## config.mk

```make
export PLATFORM = sky130hd
export DESIGN_NAME = rdcw_chain
export DESIGN_NICKNAME = d
export VERILOG_FILES = /design/src/rtl/core/rdcw_pkg.sv /design/src/rtl/core/rdcw_cell.sv /design/src/rtl/core/rdcw_chain.sv
export SDC_FILE = /design/constraint.sdc
export NUM_CORES = 2
export LEC_CHECK = 0
export ABC_CLOCK_PERIOD_IN_PS = 20400
export BUFFER_PORTS_ARGS = -buffer_cell sky130_fd_sc_hd__buf_2
export CORE_UTILIZATION = 50
export DETAILED_ROUTE_END_ITERATION = 8
export GPL_TIMING_DRIVEN = 0
export HOLD_SLACK_MARGIN = 0.06
export PLACE_DENSITY = 0.73
export SLEW_MARGIN = 20
export SYNTH_ARGS = -nofsm -noshare
export SYNTH_HDL_FRONTEND = slang
export SYNTH_HIERARCHICAL = 1
export SYNTH_SLANG_ARGS = --single-unit
export TNS_END_PERCENT = 30
```

## constraint.sdc

```tcl
create_clock -name i_clk -period 20.4 [get_ports i_clk]
set_input_delay 3.06 -clock i_clk [delete_from_list [all_inputs] [get_ports i_clk]]
set_output_delay 3.06 -clock i_clk [all_outputs]
set_load 0.01 [all_outputs]
```

## src/rtl/core/rdcw_pkg.sv

```systemverilog
// ----------------------------------------------------------------------------
// rdcw_pkg
// Shared types and constants for the recent distinct cell window.
// ----------------------------------------------------------------------------
package rdcw_pkg;

    localparam int POS_W  = 6;
    localparam int CELL_W = 16;
    localparam int EP_W   = 7;

    typedef logic [POS_W-1:0]  t_pos;
    typedef logic [CELL_W-1:0] t_cell;
    typedef logic [EP_W-1:0]   t_ep;

    typedef enum logic [1:0] {
        OP_HOLD = 2'd0,
        OP_CMP  = 2'd1,
        OP_UPD  = 2'd2,
        OP_ROT  = 2'd3
    } t_op;

    localparam logic ACT_CELL = 1'b0;
    localparam logic ACT_STOP = 1'b1;

    typedef struct packed {
        t_op   op;
        t_cell id;
        t_pos  len;
        t_pos  last_idx;
        logic  full;
    } t_chain_ctl;

endpackage

```

## src/rtl/core/rdcw_cell.sv

```systemverilog
// ----------------------------------------------------------------------------
// rdcw_cell
// One window slot: holds an id, compares it, shifts from its neighbor.
// ----------------------------------------------------------------------------
module rdcw_cell #(
    parameter int IDX = 0
) (
    input  logic                 i_clk,
    input  rdcw_pkg::t_chain_ctl i_ctl,
    input  logic                 i_found,
    input  logic                 i_after_hit,
    input  rdcw_pkg::t_cell      i_next,
    input  rdcw_pkg::t_cell      i_head,
    output rdcw_pkg::t_cell      o_entry,
    output logic                 o_match
);

    localparam rdcw_pkg::t_pos C_IDX = rdcw_pkg::t_pos'(IDX);

    rdcw_pkg::t_cell r_entry;
    rdcw_pkg::t_cell n_entry;
    logic            is_last;
    logic            before_last;
    logic            tail;

    assign is_last     = (C_IDX == i_ctl.last_idx);
    assign before_last = (C_IDX < i_ctl.last_idx);
    assign tail        = i_found || i_ctl.full;
    assign o_match     = (r_entry == i_ctl.id) && (C_IDX < i_ctl.len);
    assign o_entry     = r_entry;

    always_comb begin
        n_entry = r_entry;
        case (i_ctl.op)
            rdcw_pkg::OP_UPD: begin
                if (tail) begin
                    if (is_last) begin
                        n_entry = i_ctl.id;
                    end else if (before_last && (i_after_hit || !i_found)) begin
                        n_entry = i_next;
                    end
                end else if (C_IDX == i_ctl.len) begin
                    n_entry = i_ctl.id;
                end
            end
            rdcw_pkg::OP_ROT: begin
                if (is_last) begin
                    n_entry = i_head;
                end else if (before_last) begin
                    n_entry = i_next;
                end
            end
            default: n_entry = r_entry;
        endcase
    end

    always_ff @(posedge i_clk) begin
        r_entry <= n_entry;
    end

endmodule

```

## src/rtl/core/rdcw_chain.sv

```systemverilog
// ----------------------------------------------------------------------------
// rdcw_chain
// Row of window cells with registered match vector and prefix-OR of hits.
// ----------------------------------------------------------------------------
module rdcw_chain #(
    parameter int DEPTH = 63
) (
    input  logic                 i_clk,
    input  logic                 i_rst_n,
    input  rdcw_pkg::t_chain_ctl i_ctl,
    output logic                 o_found,
    output rdcw_pkg::t_cell      o_head
);

    localparam int STEPS = (DEPTH > 1) ? $clog2(DEPTH) : 1;

    rdcw_pkg::t_cell  entry [DEPTH];
    logic [DEPTH-1:0] match;
    logic [DEPTH-1:0] r_hit;
    logic [DEPTH-1:0] pre [STEPS+1];
    logic [DEPTH-1:0] after_hit;

    always_ff @(posedge i_clk) begin
        if (!i_rst_n) begin
            r_hit <= '0;
        end else if (i_ctl.op == rdcw_pkg::OP_CMP) begin
            r_hit <= match;
        end
    end

    // log-depth prefix OR
    always_comb begin
        pre[0] = r_hit;
        for (int s = 0; s < STEPS; s++) begin
            for (int i = 0; i < DEPTH; i++) begin
                if (i >= (1 << s)) begin
                    pre[s+1][i] = pre[s][i] | pre[s][i - (1 << s)];
                end else begin
                    pre[s+1][i] = pre[s][i];
                end
            end
        end
    end

    assign after_hit = pre[STEPS];
    assign o_found   = |r_hit;
    assign o_head    = entry[0];

    for (genvar g = 0; g < DEPTH; g++) begin : g_cell
        rdcw_pkg::t_cell nxt;
        if (g < DEPTH - 1) begin : g_mid
            assign nxt = entry[g+1];
        end else begin : g_end
            assign nxt = entry[g];
        end
        rdcw_cell #(
            .IDX(g)
        ) u_cell (
            .i_clk      (i_clk),
            .i_ctl      (i_ctl),
            .i_found    (o_found),
            .i_after_hit(after_hit[g]),
            .i_next     (nxt),
            .i_head     (entry[0]),
            .o_entry    (entry[g]),
            .o_match    (match[g])
        );
    end

endmodule

```

==> run summary <==
clock-pin slew on the worst setup and hold paths = 0.06 ns
CP required = 17.34 ns
Arrival @ worst endpoint = 4.99 ns
largest net degree at the start of global routing = 104
Setup-failing EPs final = 0
Layout Utilization = 57.50%
Resize count post-CTS = 0
period utilization = 39.48%
Slowest cell on crit path = nand4_1
iteration count of the initial detailed-routing pass = 9
Die Area = 0.1494 mm^2
CTS H-tree lvls = 3
Final nets = 7531
Pwr Total = 5.961 mW
fin crit period = 8.054 ns
Die Width = 386.6 um
I/O pins = 50
clock sink count = 1071
failing checks = DRC
Layout area overhead = 13.74%
multiplexer area fraction after synthesis = 0.02876%
main combinational cell family by area after synthesis = compound AO/OA/AOI/OAI gates
Max-Cap Viols = 0
gr ovfl total = 0
Yosys reg bits = 1071
CTS tree = yes
Synth Area in XOR/XNOR = 11.94%
TritonCTS Buffers = 117
syn avg cell area = 10.31 um^2
Core Rows = 140
synthesized area = 0.07395 mm^2
Slew headroom = 20.49%
routed len/inst = 26.51 um
total number of vias = 63190
first-pass GRT wire length = 378.4 mm
setup TNS = 0 ns
endpoints failing hold = 0
residual DRC count = 47
Vias/cell = 6.638
Root Buffer = clkbuf_16
layout cells sized above 1 = 15.46%
setup bufs post-CTS = 0
syn nets = 7204
VDD IR-drop max = 0.06905 mV
Max Clk Rate = 0.1242 GHz
CTS Buffer Depth = 3
number of flops mapped to enable cells by yosys = 1008
Hold/Removal Path Class = flop to flop
post-placement setup slack = 13.37 ns
number of routed nets with antenna violations = 0
Synth Flop Type = edfxtp_1
Worst Slack Setup Final = 12.35 ns
clk_skew = 0.02801 ns
Synth Area in Compound Gates = 21.21%
crit-path max cell delay = 1.09 ns
Routed WL = 252.3 mm
worst hold path depth = 2
drt initial violations = 9245
placed cell count = 9296
detailed placement HPWL = 164.6 mm
adder and majority gate portion of the synthesized area = 0%
count of cell types in the netlist = 153
clk_lat worst skew = 0.77 ns
Synth async-reset ratio = 0%
Chip Height = 386.6 um
vias in the first global route = 62390
Cell Chain, Critical Path = nor4_1 > nand4_1 > nor4_4 > buf_6 > buf_6 > nand3_4 > buf_16 > buf_16 > buf_2
reg2reg path depth = 13
max-slew violations = 0
Finished Layout Cells = 9519
RSZ-0062 raised after global routing = false
Cells after Synth = 7171
crit path launch type = flop
static leakage = 32.71 nW
Setup crit end kind = primary output
initial antenna violation count = 4
status = complete, but fails checks
Core ar. = 0.1463 mm^2
gr usage total = 32.59%
global placer's final weighted congestion = 0.8897
PwrDens = 70.88 mW/mm^2
sequential area share after synthesis = 42.64%
worst slew pin tran = 1.189 ns
Starting Density = 50.56%
Port Buffers = 48
Worst Setup Path Type = flop to primary output
hold_buf cts = 0
critical-path maximum fanout = 50
simple-gate portion of the synthesized area = 14.87%
Warnings, synthesis = 6
## cell usage after synthesis, drive strengths merged, types with 63 or more instances
cell    count  share of area [%]
a21boi     88                1.1
a21oi     161                1.3
a221o     197                2.7
a222oi    379                5.1
and2      209                1.8
buf       205                2.4
dfxtp      63                1.7
edfxtp   1008                 41
inv      1312                6.7
nand2     338                1.8
nand2b     85               0.74
nand3     110               0.91
nand4     159                1.4
nor2      293                1.7
nor3      102               0.90
nor4      204                2.1
o21a      131                1.4
o21ai     119               0.93
o221a     157                2.4
o22a      112                1.4
o22ai      72               0.80
or2       112               0.95
xnor2     453                5.4
xor2      555                6.6
## layer usage
| metal | vias up | GRT usage, % | part of all wire [%] |
|---|---|---|---|
| li1 | 27350 | - | - |
| met1 | 30320 | 41.84 | 38 |
| met2 | 4430 | 50.87 | 44 |
| met3 | 1082 | 7.347 | 12 |
| met4 | 4 | 18.04 | 6.2 |
| met5 | - | 0 | 0.010 |
## area by class of cell
class                           count  area [um^2]
Clock buffer                      142         3042
Multi-Input combinational cell   4542        35750
Antenna cell                        2        5.005
Fill cell                       11890        62160
Buffer                            246         1966
Timing Repair Buffer              208         3765
Tap cell                         1917         2399
Inverter                         1312         4925
Clock inverter                     79        725.7
Sequential cell                  1071        31530
## path summary, 6_finish.rpt
path,start,endpoint,slack (ns)
hold / removal,r_hit[47]$_SDFFE_PN0N_,r_hit[47]$_SDFFE_PN0N_,0.46
hold reg to reg,r_hit[47]$_SDFFE_PN0N_,r_hit[47]$_SDFFE_PN0N_,0.46
setup / recovery,r_hit[0]$_SDFFE_PN0N_,o_found,12.35
setup reg to reg,r_hit[0]$_SDFFE_PN0N_,g_cell[25].u_cell/o_entry[6]$_DFFE_PP_,14.44
## metrics by stage
stage / instance area [um^2] / hold WS (ns)
CTS: 84070 / 0.4623
finish: 84110 / 0.4616
floorplan: 73950 / 0.4379
global route: 84100 / 0.4762
detailed placement: 80310 / 0.4540
global placement: 76580 / 0.4480
## kinds of logic after synthesis
kind of cell	Yosys count
AND/OR/NAND/NOR	1807
AO/OA/AOI/OAI	1725
buffers and inverters	1558
flip-flops	1071
XOR/XNOR	1008
multiplexers	2
## registers in the layout, summed over array words and instances (netlist names)
register	count
g_cell.u_cell/o_entry	1008
r_hit	63
## power breakdown
part	switching, mW	internal, mW	leakage (nW)
logic	0.703	0.453	21.0
registers	0.102	2.57	9.87
clock network	0.922	1.21	1.85
total	1.73	4.23	32.7
## cells in the final DEF (no fill, tap or decap), types with 103 or more instances in the layout
cell type,netlist,layout
a21oi_1,132,125
a221o_1,175,175
a222oi_1,379,379
and2_1,153,153
buf_6,99,110
clkbuf_16,0,117
edfxtp_1,1008,1008
inv_1,1312,1312
nand2_1,316,316
nand4_1,153,153
nor2_1,265,258
nor4_1,178,175
o21a_1,117,117
o221a_1,103,103
xnor2_1,453,453
xor2_1,555,555
## critical path: cells and delay by family, from the launching register on
family | cells | cell delay [ns]
flip-flops | 1 | 0.35
AND/OR/NAND/NOR | 4 | 2.57
buffers and inverters | 5 | 1.22
No activity file was read; power rests on OpenSTA's default activity.
